$ cat src/hdl/grn_pkg.sv
// Shared types, operation codes and controller command/status structs for the graph navigator.
package grn_pkg;

	// Default graph size
	localparam int MAX_NODES_DEF = 16;

	// Node handle as carried on the ports
	localparam int NODE_W = 4;
	typedef logic [NODE_W-1:0] node_t;

	// Operation codes
	localparam logic [1:0] OP_CREATE = 2'd0;
	localparam logic [1:0] OP_LINK   = 2'd1;
	localparam logic [1:0] OP_SETCUR = 2'd2;
	localparam logic [1:0] OP_CHECK  = 2'd3;

	// Row read address select
	localparam logic [1:0] RD_A    = 2'd0;
	localparam logic [1:0] RD_B    = 2'd1;
	localparam logic [1:0] RD_CUR  = 2'd2;
	localparam logic [1:0] RD_PICK = 2'd3;

	// Row write select
	localparam logic WR_A = 1'b0;
	localparam logic WR_B = 1'b1;

	// Request transaction
	typedef struct packed {
		logic [1:0] op;
		node_t      node_a;
		node_t      node_b;
		logic       both_ways;
	} grn_req_t;

	// Response transaction
	typedef struct packed {
		logic  status;
		node_t new_handle;
		node_t current_node;
		logic  has_current;
		logic  connected;
	} grn_rsp_t;

	// Commands from controller to datapath
	typedef struct packed {
		logic       load;
		logic       rd_en;
		logic [1:0] rd_sel;
		logic       wr_en;
		logic       wr_sel;
		logic       create;
		logic       set_cur;
		logic       reach_init;
		logic       reach_run;
		logic       emit;
	} grn_cmd_t;

	// Status from datapath to controller
	typedef struct packed {
		logic [1:0] op;
		logic       both_ways;
		logic       reach_done;
	} grn_stat_t;

endpackage

$ cat src/hdl/grn_ctrl.sv
// Controller state machine sequencing each operation through the datapath.
module grn_ctrl (
	input  logic                clk,
	input  logic                arst_n,
	input  logic                start,
	output logic                busy,
	input  grn_pkg::grn_stat_t  stat,
	output grn_pkg::grn_cmd_t   cmd
);

	localparam logic [2:0] ST_IDLE   = 3'd0;
	localparam logic [2:0] ST_DECODE = 3'd1;
	localparam logic [2:0] ST_LNK_WA = 3'd2;
	localparam logic [2:0] ST_LNK_RB = 3'd3;
	localparam logic [2:0] ST_LNK_WB = 3'd4;
	localparam logic [2:0] ST_SET    = 3'd5;
	localparam logic [2:0] ST_CHK    = 3'd6;

	logic [2:0] state_q;
	logic [2:0] state_d;

	assign busy = (state_q != ST_IDLE);

	// Decode next state and commands
	always_comb begin
		state_d = state_q;
		cmd     = '0;
		case (state_q)
			ST_IDLE: begin
				if (start) begin
					cmd.load = 1'b1;
					state_d  = ST_DECODE;
				end
			end
			ST_DECODE: begin
				case (stat.op)
					grn_pkg::OP_CREATE: begin
						cmd.create = 1'b1;
						cmd.emit   = 1'b1;
						state_d    = ST_IDLE;
					end
					grn_pkg::OP_LINK: begin
						cmd.rd_en  = 1'b1;
						cmd.rd_sel = grn_pkg::RD_A;
						state_d    = ST_LNK_WA;
					end
					grn_pkg::OP_SETCUR: begin
						cmd.rd_en  = 1'b1;
						cmd.rd_sel = grn_pkg::RD_CUR;
						state_d    = ST_SET;
					end
					default: begin
						cmd.reach_init = 1'b1;
						state_d        = ST_CHK;
					end
				endcase
			end
			ST_LNK_WA: begin
				cmd.wr_en  = 1'b1;
				cmd.wr_sel = grn_pkg::WR_A;
				if (stat.both_ways) begin
					state_d = ST_LNK_RB;
				end else begin
					cmd.emit = 1'b1;
					state_d  = ST_IDLE;
				end
			end
			ST_LNK_RB: begin
				cmd.rd_en  = 1'b1;
				cmd.rd_sel = grn_pkg::RD_B;
				state_d    = ST_LNK_WB;
			end
			ST_LNK_WB: begin
				cmd.wr_en  = 1'b1;
				cmd.wr_sel = grn_pkg::WR_B;
				cmd.emit   = 1'b1;
				state_d    = ST_IDLE;
			end
			ST_SET: begin
				cmd.set_cur = 1'b1;
				cmd.emit    = 1'b1;
				state_d     = ST_IDLE;
			end
			ST_CHK: begin
				if (stat.reach_done) begin
					cmd.emit = 1'b1;
					state_d  = ST_IDLE;
				end else begin
					cmd.rd_en     = 1'b1;
					cmd.rd_sel    = grn_pkg::RD_PICK;
					cmd.reach_run = 1'b1;
				end
			end
			default: begin
				state_d = ST_IDLE;
			end
		endcase
	end

	// Hold state
	always_ff @(posedge clk or negedge arst_n) begin
		if (!arst_n) begin
			state_q <= ST_IDLE;
		end else begin
			state_q <= state_d;
		end
	end

endmodule

$ cat src/hdl/grn_dpath.sv
// Datapath: adjacency row memory, node count, current node, reachable-set search, response.
module grn_dpath #(
	parameter int MAX_NODES = grn_pkg::MAX_NODES_DEF
) (
	input  logic                clk,
	input  logic                arst_n,
	input  grn_pkg::grn_req_t   req,
	input  grn_pkg::grn_cmd_t   cmd,
	output grn_pkg::grn_stat_t  stat,
	output logic                done,
	output grn_pkg::grn_rsp_t   rsp
);

	localparam int AW = (MAX_NODES > 1) ? $clog2(MAX_NODES) : 1;
	localparam int CW = $clog2(MAX_NODES + 1);
	localparam int WW = (CW > grn_pkg::NODE_W) ? CW : grn_pkg::NODE_W;

	// Adjacency memory and per-row valid bits
	logic [MAX_NODES-1:0] mem [MAX_NODES];
	logic [MAX_NODES-1:0] row_vld_q;

	grn_pkg::grn_req_t    req_q;
	logic [CW-1:0]        count_q;
	logic [AW-1:0]        cur_idx_q;
	logic                 cur_vld_q;
	logic [MAX_NODES-1:0] reach_q;
	logic [MAX_NODES-1:0] expanded_q;
	logic [MAX_NODES-1:0] rd_row_s1;
	logic                 rd_vld_s1;
	logic                 inflight_s1;
	logic                 done_q;
	grn_pkg::grn_rsp_t    rsp_q;

	logic [AW-1:0]        a_idx;
	logic [AW-1:0]        b_idx;
	logic                 a_ok;
	logic                 b_ok;
	logic                 link_ok;
	logic                 full;
	logic                 set_ok;
	logic [MAX_NODES-1:0] rd_row;
	logic [MAX_NODES-1:0] pending;
	logic                 any_pending;
	logic [AW-1:0]        pick;
	logic [AW-1:0]        rd_addr;
	logic                 rd_issue;
	logic [AW-1:0]        wr_addr;
	logic [AW-1:0]        wr_bit;
	logic [MAX_NODES-1:0] wr_row;
	logic                 wr_do;
	logic [MAX_NODES-1:0] count_mask;
	logic [AW-1:0]        cur_idx_d;
	logic                 cur_vld_d;
	grn_pkg::grn_rsp_t    rsp_d;

	// Range checks against the created node count
	assign a_idx   = AW'(req_q.node_a);
	assign b_idx   = AW'(req_q.node_b);
	assign a_ok    = (WW'(req_q.node_a) < WW'(count_q));
	assign b_ok    = (WW'(req_q.node_b) < WW'(count_q));
	assign link_ok = a_ok && b_ok;
	assign full    = (count_q == CW'(MAX_NODES));

	// Unwritten rows read as zero
	assign rd_row = rd_vld_s1 ? rd_row_s1 : '0;
	assign set_ok = a_ok && (!cur_vld_q || rd_row[a_idx]);

	// Pick lowest reached node not yet expanded
	assign pending     = reach_q & ~expanded_q;
	assign any_pending = |pending;
	always_comb begin
		pick = '0;
		for (int j = MAX_NODES - 1; j >= 0; j--) begin
			if (pending[j]) pick = AW'(j);
		end
	end

	// Select read address
	always_comb begin
		case (cmd.rd_sel)
			grn_pkg::RD_A:   rd_addr = a_idx;
			grn_pkg::RD_B:   rd_addr = b_idx;
			grn_pkg::RD_CUR: rd_addr = cur_idx_q;
			default:         rd_addr = pick;
		endcase
	end
	assign rd_issue = cmd.rd_en && ((cmd.rd_sel != grn_pkg::RD_PICK) || any_pending);

	// Merge one edge into the row just read
	assign wr_addr = (cmd.wr_sel == grn_pkg::WR_B) ? b_idx : a_idx;
	assign wr_bit  = (cmd.wr_sel == grn_pkg::WR_B) ? a_idx : b_idx;
	assign wr_row  = rd_row | (MAX_NODES'(1) << wr_bit);
	assign wr_do   = cmd.wr_en && link_ok;

	// Mask of created nodes
	always_comb begin
		for (int j = 0; j < MAX_NODES; j++) begin
			count_mask[j] = (CW'(j) < count_q);
		end
	end

	// Current node after this operation
	always_comb begin
		cur_idx_d = cur_idx_q;
		cur_vld_d = cur_vld_q;
		if (cmd.set_cur && set_ok) begin
			cur_idx_d = a_idx;
			cur_vld_d = 1'b1;
		end
	end

	// Build response
	always_comb begin
		rsp_d              = '0;
		rsp_d.current_node = grn_pkg::node_t'(cur_idx_d);
		rsp_d.has_current  = cur_vld_d;
		case (req_q.op)
			grn_pkg::OP_CREATE: begin
				rsp_d.status     = full;
				rsp_d.new_handle = full ? '0 : grn_pkg::node_t'(count_q);
			end
			grn_pkg::OP_LINK:   rsp_d.status = !link_ok;
			grn_pkg::OP_SETCUR: rsp_d.status = !set_ok;
			default: begin
				rsp_d.connected = cur_vld_q && (reach_q == count_mask);
			end
		endcase
	end

	// Memory write and registered read
	always_ff @(posedge clk) begin
		if (wr_do) begin
			mem[wr_addr] <= wr_row;
		end
		if (rd_issue) begin
			rd_row_s1 <= mem[rd_addr];
		end
	end

	// Hold the request and the response payload
	always_ff @(posedge clk) begin
		if (cmd.load) begin
			req_q <= req;
		end
		if (cmd.emit) begin
			rsp_q <= rsp_d;
		end
	end

	// Advance graph state and reachable-set search
	always_ff @(posedge clk or negedge arst_n) begin
		if (!arst_n) begin
			row_vld_q   <= '0;
			rd_vld_s1   <= 1'b0;
			count_q     <= '0;
			cur_idx_q   <= '0;
			cur_vld_q   <= 1'b0;
			reach_q     <= '0;
			expanded_q  <= '0;
			inflight_s1 <= 1'b0;
			done_q      <= 1'b0;
		end else begin
			done_q    <= cmd.emit;
			cur_idx_q <= cur_idx_d;
			cur_vld_q <= cur_vld_d;
			if (wr_do) begin
				row_vld_q[wr_addr] <= 1'b1;
			end
			if (rd_issue) begin
				rd_vld_s1 <= row_vld_q[rd_addr];
			end
			if (cmd.create && !full) begin
				count_q <= count_q + CW'(1);
			end
			if (cmd.reach_init) begin
				reach_q     <= MAX_NODES'(1) << cur_idx_q;
				expanded_q  <= '0;
				inflight_s1 <= 1'b0;
			end else if (cmd.reach_run) begin
				if (inflight_s1) begin
					reach_q <= reach_q | rd_row;
				end
				if (any_pending) begin
					expanded_q[pick] <= 1'b1;
				end
				inflight_s1 <= any_pending;
			end
		end
	end

	assign stat.op         = req_q.op;
	assign stat.both_ways  = req_q.both_ways;
	assign stat.reach_done = !any_pending && !inflight_s1;

	assign done = done_q;
	assign rsp  = rsp_q;

endmodule

$ cat src/hdl/graph_reachability_navigator.sv
// Top level of the graph navigator: controller plus datapath.
//
// Usage: drive req and raise start; the transaction is taken at a rising edge with
// start high and busy low. busy stays high until the response has been produced.
// One response follows each request: done is high for exactly one cycle with rsp
// valid, and the receiver must take it then, as it cannot hold responses off.
// A new request may be taken in the cycle in which done is high.
// Create completes at decode; set current first reads the current node's row;
// link reads and rewrites the row of node_a, and with both_ways set that of node_b.
// The check time is set by the reachable-set search: each reached node has its
// adjacency row read from the row memory once, one row per cycle, and a node found
// only through the row just read waits for that row to be merged, so the time
// grows with the number of nodes reachable from the current node.
// Link and set current are read-modify-write or lookups on the row memory, which
// has one read port and a separate write port.
// Reset (arst_n low) clears the node count, the current node and the row valid
// bits, so every row reads as having no edges; no clearing pass is needed and a
// request can be taken as soon as reset is released.
module graph_reachability_navigator #(
	parameter int MAX_NODES = grn_pkg::MAX_NODES_DEF
) (
	input  logic               clk,
	input  logic               arst_n,
	input  logic               start,
	input  grn_pkg::grn_req_t  req,
	output logic               busy,
	output logic               done,
	output grn_pkg::grn_rsp_t  rsp
);

	grn_pkg::grn_cmd_t  cmd;
	grn_pkg::grn_stat_t stat;

	// Sequence operations
	grn_ctrl u_ctrl (
		.clk    (clk),
		.arst_n (arst_n),
		.start  (start),
		.busy   (busy),
		.stat   (stat),
		.cmd    (cmd)
	);

	// Hold graph state and compute results
	grn_dpath #(
		.MAX_NODES (MAX_NODES)
	) u_dpath (
		.clk    (clk),
		.arst_n (arst_n),
		.req    (req),
		.cmd    (cmd),
		.stat   (stat),
		.done   (done),
		.rsp    (rsp)
	);

endmodule
$ cat config.mk
export PLATFORM = sky130hd
export DESIGN_NAME = graph_reachability_navigator
export DESIGN_NICKNAME = d
export VERILOG_FILES = /design/src/hdl/grn_pkg.sv /design/src/hdl/grn_ctrl.sv /design/src/hdl/grn_dpath.sv /design/src/hdl/graph_reachability_navigator.sv
export SDC_FILE = /design/constraint.sdc
export NUM_CORES = 1
export LEC_CHECK = 0
export BUFFER_PORTS_ARGS = -buffer_cell sky130_fd_sc_hd__clkbuf_2
export CORE_MARGIN = 3
export CORE_UTILIZATION = 57
export CTS_CLUSTER_DIAMETER = 200
export DETAILED_ROUTE_END_ITERATION = 10
export GPL_TIMING_DRIVEN = 1
export PLACE_DENSITY = 0.73
export SETUP_SLACK_MARGIN = 0.4
export SYNTH_ARGS = -nofsm -noshare
export SYNTH_HDL_FRONTEND = slang
export SYNTH_HIERARCHICAL = 1
export SYNTH_SLANG_ARGS = --single-unit
$ cat constraint.sdc
create_clock -name clk -period 3.9 [get_ports clk]
set_input_delay 0.585 -clock clk [delete_from_list [all_inputs] [get_ports clk]]
set_output_delay 0.585 -clock clk [all_outputs]
set_load 0.05 [all_outputs]
# Word-level counts from Yosys, hierarchy flattened
# Memories as Yosys holds them, arrays and structs flattened. A register that Yosys moved wholly into a read port is not among the register bits.
# Cells that the tools add are included.
# word_totals
latch_bits	0
reg_bits	86
wordCells	163
rom_bits	0
out_inout_bits	13
n_memories	1
in_bits	14
ramBits	256
# memory_table
memory	words	width	read_ports	rd_ports_with_merged_regs	write_ports	line_no	text
u_dpath.mem	16	16	1	1	1	grn_dpath.sv:19	logic [MAX_NODES-1:0] mem [MAX_NODES];
# op_classes
n_bitwise	7
n_reduce_logical	32
mux	62
shifts	2
div	0
n_eq_ne	15
addsub	1
n_lt_le_gt_ge	24
mul	0
# ops
operator	count
16-bit two-way mux	7
4-bit two-way mux	19
16-bit bitwise OR	4
4-bit by 5-bit less-than comparator with 1-bit output, first input constant	8
1-bit by 4-bit left shift with 16-bit output, first input constant	2
3-bit by 5-bit less-than comparator with 1-bit output, first input constant	4
4-bit by 5-bit less-than comparator with 1-bit output, second input constant	4
1-bit two-way mux	20
3-bit case mux with 3 select lines	2
16-bit AND	1
16-bit == test	1
16-bit NOT	1
16-bit OR reduction	1
3-bit case mux with 5 select lines	1
4-bit case mux with 3 select lines	1
1-bit logical AND	10
1-bit by 5-bit less-than comparator with 1-bit output, first input constant	2
2-bit by 5-bit less-than comparator with 1-bit output, first input constant	2
4-bit by 5-bit less-than comparator with 1-bit output	2
3-bit == test, second input constant	3
3-bit two-way mux	3
1-bit binary-select mux with 4-bit select	2
1-bit demux with 4-bit select	2
4-bit by 1-bit >= comparator with 1-bit output, second input constant	2
other kinds (22)	39

# Logic depth before layout (Yosys ltp)
# Gate-level depths: netlist (run 1).
# depth
depth_word	26
depth_mapped	19

# Modules after synthesis
# Netlist (run 1), hierarchy kept.
# modules_own_cells
module	area_each_um2	cells_each	n_inst
grn_dpath	15552.4	1204	1
grn_ctrl	374.1	45	1

# Worst setup path after synthesis (run 1)
# No wires, ideal clock.
# synth_path
path_kind	register to register
from	register u_dpath.reach_q[15]
to	register u_dpath.rd_row_s1[13] (read register of u_dpath.mem), data pin
t_arrival_ns	3.758
stages_incl_launch_ff	19
n_path_buf	4
required_ns	3.632
slack_ns	-0.126
period_less_slack_ns	4.026
path_cell_list	dfrtp_1 > nor2b_4 > a2111oi_2 > nand2b_1 > or3_1 > nor2_1 > and4bb_2 > a21oi_1 > inv_1 > buf_2 > buf_1 > mux2i_1 > o22ai_1 > a41oi_1 > clkbuf_1 > clkbuf_1 > nand3_1 > o211ai_1 > nand4_1
# synth_rtl
item	line_no	text
start, declared	grn_dpath.sv:26	logic [MAX_NODES-1:0] reach_q;
start signal, assigned	grn_dpath.sv:176	reach_q <= MAX_NODES'(1) << cur_idx_q;
start signal, assigned	grn_dpath.sv:181	reach_q <= reach_q | rd_row;
end, declared	grn_dpath.sv:28	logic [MAX_NODES-1:0] rd_row_s1;

==> impl_results.md, run 1 <==
* Post-route minimum period at 3.69 ns
* Worst Skew at 0.0140 ns
* Synth Area in XOR/XNOR at 0.495%
* Fraction of synthesized cell area taken by the top area cell type at 55.4%
* Largest voltage drop on the vdd net at 0.531 mV
* PortBufs at 26
* Root Driver: sky130_fd_sc_hd__clkbuf_16
* Clock insertion delay at the later pin of the skew report at 0.54 ns
* Outcome: completed
* # H-tree levels at 2
* Effective utilization at floorplan at 58.6%
* Die outline area at 30000 um2
* Worst-case register-to-register setup slack at 0.21 ns
* Leading cell type by number of instances after synthesis: sky130_fd_sc_hd__edfxtp_1
* Static Leak at 6.79 nW
* Setup total negative slack at 0 ns
* FMAX at 271 MHz
* Number of buffers added by the clock tree synthesis step at 37
* FF/Latch Area at 10400 um2
* Summed instance area of the synthesized netlist at 15900 um2
* Syn nets at 1276
* Non-filler cells in the finished layout at about 1700
* Area fraction in and, or, nand and nor cells after synthesis at 11.1%
* Clock-pin transition on the worst setup and hold timing paths at 0.06 ns
* Number of antenna violations at the first check in global routing at 0
* Cell count after synthesis at 1249
* Final net count at 1375
* Critical Path End Type: flop
* Per-cell routed wire length at roughly 25 um
* Routability cong. at ~0.94
* TritonCTS Sinks at 358
* Num ports at 27
* Relative max-transition margin at 28.1%
* Clock power frac at 21.8%
* Maximum fanout along the worst path at 9
* Area of the multi-input gates at 5230 um2
* Global-route wire length before repair at 64600 um
* Number of enable-type register cells in the synthesized netlist at 294
* Routed via count at ~11000
* Placeable core region at 27200 um2
* Post-synth top area cell: sky130_fd_sc_hd__edfxtp_1
* Mean post-synth cell area at around 13 um2
* Fraction of final layout cells with drive strength greater than 1 at ~24%
* Final HPWL DP at 24500 um
* Top flip-flop cell by instance count after synthesis: sky130_fd_sc_hd__edfxtp_1
* Signal arrival time at the worst endpoint at 3.94 ns
* Combinational family with the most area after synthesis: compound AO/OA/AOI/OAI gates
* Most frequent cells after synthesis: sky130_fd_sc_hd__edfxtp_1 (294), sky130_fd_sc_hd__nand3_1 (146), sky130_fd_sc_hd__o21ai_0 (106)
* Worst min-delay path class: in2async
* Adder-cell share of the synthesized area at 1.02%
* Max Root-Sink Buffers at 3
* Net load switching power at 6.22 mW
* Post-synthesis sequential area ratio at 65.5%
* Antenna-violating nets left at 0
* CP startpoint kind: flop
* Residual overflow from global routing at 0
* Switching Fraction at a little under two fifths
* Required time worst endpoint at 4.16 ns
* Vias in the first global route at approximately 11000
* Pwr Density at a little under 900 nW/um2
* Hold Buf Count CTS at 0
* Compound-Gate Fraction of Synth Area at 12.3%
* Kind of critical path: reg2reg
* Main area contributors after synthesis: sky130_fd_sc_hd__edfxtp_1 (55%), sky130_fd_sc_hd__dfrtp_1 (10%), sky130_fd_sc_hd__mux2_2 (4.9%), sky130_fd_sc_hd__nand3_1 (4.6%), sky130_fd_sc_hd__o21ai_0 (3.3%)
* # DRC at 0
* Portion of the clock cycle consumed by the worst path in the final layout at roughly 95%
* Total wire length after detailed routing at 43700 um
* Die Span X at 173 um
* Share of total power in combinational logic at roughly 43%
* Chip height at between 150 and 200 um
* Unrepaired setup endpoints after global routing: yes
* Global router's overall resource usage at roughly 28%
* Average vias per placed instance at 6.47
* Transition at the pin with the smallest max-transition slack at 1.07 ns
* Number of warnings issued by yosys at 6
* Growth of design area from synthesis to finish at 19.0%
* Max_cap viols at 0
* Share of synthesized area spent on multiplexers at 6.48%
* Library cells used by synthesis at 63
* Fraction of registers with async set or reset after synthesis at 17.9%
* Number of flip-flops and latches in the synthesized netlist at 358
* Number of filler cells placed in the layout at 1868
* Largest net degree at the start of global routing at 65
* Final max-slew violation count at 0
* Antenna cell count at 0
* Fraction of power consumed by sequential logic at 35.1%
* TritonCTS clock tree: done
* Std-Cell Rows at 60
* DRC marker count from the first detailed-route iteration at about 1600
* TritonRoute pass-1 iters at 6
* Post-Place Cells at 1648
* Hold Vio Cnt, Final at 0
* Final count of negative-setup-slack endpoints at 0
* Internal power of the cells at 10.3 mW
==> layer usage <==
layer	up-vias	global-route usage, %	share of wire [%]
met5	-	0.962	0.098
met4	2	12.6	4.1
met3	118	5.27	9.8
met2	636	44.7	47
met1	5570	37.9	39
li1	4992	-	-
==> metrics by stage <==
stage | hold slack (ns) | utilization [%] | total power [mW] | setup WS [ns] | area, um2
after detailed placement | 0.462 | 63.0 | 11.8 | -0.103 | 17100
after global placement | 0.457 | 63.0 | 11.7 | -0.00327 | 17100
after CTS | 0.214 | 68.8 | 16.0 | 0.314 | 18700
after global routing | 0.222 | 69.7 | 17.2 | 0.0701 | 19000
after floorplan | 0.289 | - | 9.66 | 0.275 | 16000
final | 0.210 | 69.7 | 16.5 | 0.211 | 19000
==> what timing repair did <==
| item | in CTS | in global routing |
|---|---|---|
| setup endpoints to repair | 89 | 226 |
| pin swaps | 7 | 14 |
| hold endpoints to repair | 0 | 0 |
| resized for setup | 16 | 30 |
| buffers inserted | 12 | 9 |
| cloned | 7 | 5 |
==> flip-flops by register name, summed over array words and instances, names as in the netlist, 3 cells and up <==
signal	cells
u_dpath/mem	256
u_dpath/stat	3
u_dpath/rsp	11
u_dpath/a_idx	4
u_dpath/row_vld_q	16
u_ctrl/state_q	3
u_dpath/cur_idx_q	4
u_dpath/b_idx	4
u_dpath/rd_row_s1	16
u_dpath/reach_q	16
u_dpath/count_q	5
u_dpath/expanded_q	16
==> final cells by class <==
class | count | share of cell area [%]
tap | 372 | 2.46
clock buffer | 45 | 5.16
clock inverter | 22 | 1.35
timing repair buffer | 150 | 7.67
inverter | 35 | 0.713
sequential | 358 | 55.0
multi-input combinational | 766 | 27.6
==> cell usage in the layout (no fill, tap or decap), types with 8 or more instances in the layout <==
cell type	n
sky130_fd_sc_hd__edfxtp_1	294
sky130_fd_sc_hd__nand3_1	146
sky130_fd_sc_hd__o21ai_0	104
sky130_fd_sc_hd__buf_4	93
sky130_fd_sc_hd__mux2_2	68
sky130_fd_sc_hd__o211ai_1	67
sky130_fd_sc_hd__dfrtp_1	63
sky130_fd_sc_hd__nand2_1	55
sky130_fd_sc_hd__clkbuf_16	40
sky130_fd_sc_hd__a21oi_1	40
sky130_fd_sc_hd__inv_1	33
sky130_fd_sc_hd__nor2_1	29
sky130_fd_sc_hd__nand4_1	27
sky130_fd_sc_hd__clkbuf_2	26
sky130_fd_sc_hd__nand2b_1	21
sky130_fd_sc_hd__o22ai_1	19
sky130_fd_sc_hd__nor2_2	17
sky130_fd_sc_hd__o21bai_1	17
sky130_fd_sc_hd__buf_12	15
sky130_fd_sc_hd__nor2b_1	13
sky130_fd_sc_hd__ha_1	13
sky130_fd_sc_hd__mux2i_1	10
sky130_fd_sc_hd__clkinv_2	9
sky130_fd_sc_hd__nor3_1	9
sky130_fd_sc_hd__xnor2_1	8
==> power by group through the flow <==
stage	Clock [mW]	Sequential (mW)	Combinational, mW
5_1_grt	3.78	5.82	7.58
3_5_place_dp	0	5.81	6.02
6_report	3.58	5.78	7.10
3_3_place_gp	0	5.80	5.92
4_1_cts	3.61	5.74	6.64
2_1_floorplan	0	5.72	3.94
==> logic make-up after synthesis <==
family	after synthesis
adder cells (fa/ha/maj)	13
AO/OA/AOI/OAI	307
XOR/XNOR	9
buffers and inverters	125
AND/OR/NAND/NOR	350
flip-flops	358
multiplexers	87
==> critical path: stages, from the launching register on <==
cell                        delay [ns]
sky130_fd_sc_hd__dfrtp_1          0.39
sky130_fd_sc_hd__nor2b_4          0.15
sky130_fd_sc_hd__a2111oi_4        0.33
sky130_fd_sc_hd__nand2b_1         0.12
sky130_fd_sc_hd__or3_4            0.42
sky130_fd_sc_hd__nor2_4           0.09
sky130_fd_sc_hd__and4bb_4         0.22
sky130_fd_sc_hd__a21oi_4          0.15
sky130_fd_sc_hd__inv_4            0.08
sky130_fd_sc_hd__o211ai_1         0.20
sky130_fd_sc_hd__o21a_2           0.24
sky130_fd_sc_hd__nand2_8          0.10
sky130_fd_sc_hd__buf_12           0.18
sky130_fd_sc_hd__buf_16           0.15
sky130_fd_sc_hd__mux2_2           0.27
sky130_fd_sc_hd__o211ai_1         0.17
sky130_fd_sc_hd__nand4_1          0.14
==> final timing paths <==
check | cells after the start | end | from
max | 16 | u_dpath/rd_row_s1[3] | u_dpath/reach_q[13]
min | 1 | u_ctrl/state_q[1] | arst_n
max reg2reg | 16 | u_dpath/rd_row_s1[3] | u_dpath/reach_q[13]
min reg2reg | 1 | u_dpath/row_vld_q[4] | u_dpath/row_vld_q[4]
max in group asynchronous | 2 | u_dpath/expanded_q[6] | arst_n
min in group clk | 1 | u_dpath/stat[1] | req[0]
Power figures use the tool's default switching activity.
==> run 2: changes to the inputs <==
Settings changed: CORE_UTILIZATION 57 to 58, PLACE_DENSITY 0.73 to 0.71, SYNTH_HIERARCHICAL 1 to unset.
Clock period 3.9 ns to 4.5 ns, I/O delays scaled along.
==> impl_results.md, run 2 <==
* Number of enable-type register cells in the synthesized netlist at a little under 300
* Routed via count at around 9700
* CP startpoint kind: flop
* Top flip-flop cell by instance count after synthesis: sky130_fd_sc_hd__edfxtp_1
* Chip height at around 170 um
* Residual overflow from global routing at 0
* Global-route wire length before repair at roughly 55000 um
* Signal arrival time at the worst endpoint at 3.97 ns
* Gate family responsible for the most delay along the worst path: compound AO/OA/AOI/OAI gates
* Per-cell routed wire length at 23.6 um
* Number of antenna violations at the first check in global routing at 0
* FMAX at approximately 260 MHz
* Library cells used by synthesis at between 60 and 70
* Number of cell instances on the worst register-to-register path at 11
* Antenna cell count at 0
* WP depth at 11
* Kind of critical path: reg2reg
* Largest voltage drop on the vdd net at 0.379 mV
* Hold Buf Count CTS at 0
* Main area contributors after synthesis: sky130_fd_sc_hd__edfxtp_1 (56%), sky130_fd_sc_hd__dfrtp_1 (10%), sky130_fd_sc_hd__mux2i_1 (8.8%), sky130_fd_sc_hd__mux2_2 (2.4%), sky130_fd_sc_hd__a21oi_1 (1.9%)
* Number of flip-flops and latches in the synthesized netlist at 358
* Worst Skew at between 0.01 and 0.015 ns
* Final HPWL DP at approximately 23000 um
* Final net count at 1195
* Average vias per placed instance at ~6.3
* Critical-path top delay cell: sky130_fd_sc_hd__dfrtp_1
* # DRC at 0
* DRC marker count from the first detailed-route iteration at 1078
* Leading cell type by number of instances after synthesis: sky130_fd_sc_hd__edfxtp_1
* Worst slack after detailed placement at 0.786 ns
* Fraction of final layout cells with drive strength greater than 1 at roughly 17%
* PortBufs at 26
* Largest net degree at the start of global routing at 53
* Relative max-transition margin at 25.6%
* Placeable core region at 26400 um2
* Max_cap viols at 0
* Syn nets at approximately 1100
* Overall power after layout at 11.6 mW
* Post-Place Cells at approximately 1500
* Growth of design area from synthesis to finish at 11.8%
* TritonCTS Sinks at 358
* Fraction of synthesized cell area taken by the top area cell type at 56.0%
* Hold slack at around 0.32 ns
* Maximum fanout along the worst path at 17
* Total wire length after detailed routing at 36200 um
* Utilization after layout at 66.9%
* Cell count after synthesis at 1113
* Unrepaired setup endpoints after global routing: no
* Number of setup buffers added after CTS at 0
* Non-filler cells in the finished layout at 1532
* Cells on Worst Hold Path at 1
* Global router's overall resource usage at 25.1%
* TritonRoute pass-1 iters at 5
* Outcome: completed
* Effective utilization at floorplan at between 50% and 60%
* Routability cong. at about 0.92
* Cells along the critical path: inv_1 -> ha_1 -> a21boi_0 -> o21ai_0 -> nand2b_1 -> a21oi_1 -> a21oi_1 -> nor3_1 -> a21boi_0 -> nor2b_2 -> buf_4
* Setup total negative slack at 0 ns
* Register with the highest flop count: u_dpath.mem
* Root Driver: sky130_fd_sc_hd__clkbuf_16
* Mean post-synth cell area at ~14 um2
* Clock-pin transition on the worst setup and hold timing paths at 0.06 ns
* Antenna-violating nets left at 0
* Die Span X at 171 um
* Critical Path End Type: flop
* Vias in the first global route at approximately 9000
* Post-route cell area at 17600 um2
* Number of buffers added by the clock tree synthesis step at 38
* Post-synthesis sequential area ratio at 66.2%
* Portion of the clock cycle consumed by the worst path in the final layout at 84.1%
* Num ports at 27
* Number of buffer and inverter instances along the worst setup path at 2
* Hold Vio Cnt, Final at 0
* Leading cell type in the layout, fill and taps excluded: sky130_fd_sc_hd__edfxtp_1
* Post-route minimum period at around 3.8 ns
* Max reg flops at 256
* Max Root-Sink Buffers at 3
* Summed instance area of the synthesized netlist at 15800 um2
* Fraction of registers with async set or reset after synthesis at 17.9%
* TritonCTS clock tree: done
* Static Leak at 6.69 nW
* Final count of negative-setup-slack endpoints at 0
* Most frequent cells after synthesis: sky130_fd_sc_hd__edfxtp_1 (294), sky130_fd_sc_hd__mux2i_1 (139), sky130_fd_sc_hd__nand2_1 (72)
* Number of warnings issued by yosys at 0
* Pwr Density at between 600 and 700 nW/um2
* Die outline area at 29200 um2
* Worst min-delay path class: in2reg
* Worst Slack Setup Final at 0.717 ns
* Transition at the pin with the smallest max-transition slack at 1.11 ns
* Clock insertion delay at the later pin of the skew report at between 0.5 and 0.6 ns
* # H-tree levels at 2
* Std-Cell Rows at approximately 60
* Final max-slew violation count at 0
* Top library cells by usage in the layout, fill and taps aside: sky130_fd_sc_hd__edfxtp_1 (294), sky130_fd_sc_hd__mux2i_1 (138), sky130_fd_sc_hd__nand2_1 (72)
* Required time worst endpoint at between 4 and 5 ns
* Area post-placement at about 16000 um2
* Number of gates given a new drive strength after cts at 0
* Largest stage delay, worst path at roughly 0.6 ns
* Post-synth top area cell: sky130_fd_sc_hd__edfxtp_1
==> run 2: cell count changes after synthesis, sizes merged, moves of 22 or more <==
cell / delta
mux2i: +128
nand3: -120
o21ai: -71
clkbuf: -37
mux2: -36
o211ai: -32
nand4: -22
nor2: -22
==> run 2: report_power, final <==
part	internal (mW)	switching (mW)
Sequential	4.33	0.510
Combinational	1.49	2.34
Clock	1.73	1.23
==> run 2: worst paths after layout <==
path | slack, ns | end | start
worst max register to register | 0.72 | u_dpath.mem[8][11] | u_dpath.count_q[1]
worst min register to register | 0.46 | u_dpath.row_vld_q[2] | u_dpath.row_vld_q[2]
worst min-delay path | 0.32 | u_dpath.b_idx[1] | req[2]
min in group asynchronous | 0.33 | u_dpath.done | arst_n
worst max-delay path | 0.72 | u_dpath.mem[8][11] | u_dpath.count_q[1]
max in group asynchronous | 3.23 | u_dpath.row_vld_q[6] | arst_n
==> run 2: per-layer routing <==
| layer | vias up | routed length (um) | share of wire [%] | track usage, % |
|---|---|---|---|---|
| li1 | 4368 | - | - | - |
| met1 | 4811 | 15800 | 44 | 36.6 |
| met2 | 406 | 16500 | 46 | 38.5 |
| met3 | 84 | 2710 | 7.5 | 4.21 |
| met4 | 0 | 1180 | 3.3 | 9.55 |
| met5 | - | 0 | 0 | 0 |
==> run 2: final cells by class <==
class | instances | area (um2)
sequential | 358 | 10400
clock inverter | 19 | 156
fill | 1833 | 8740
multi-input combinational | 673 | 4940
tap | 335 | 419
timing repair buffer | 81 | 581
clock buffer | 49 | 1020
inverter | 17 | 63.8
==> run 2: cells by family (layout without fill, tap and decap cells) <==
family | after synthesis | count (layout) | synth area share, %
buffers and inverters | 82 | 166 | 2.70
adders and majority gates | 12 | 12 | 0.953
AOI/OAI and AO/OA | 219 | 219 | 9.18
DFF | 358 | 358 | 66.2
muxes | 178 | 178 | 12.0
and+or+nand+nor | 254 | 254 | 8.39
xor gates and xnor gates | 10 | 10 | 0.556
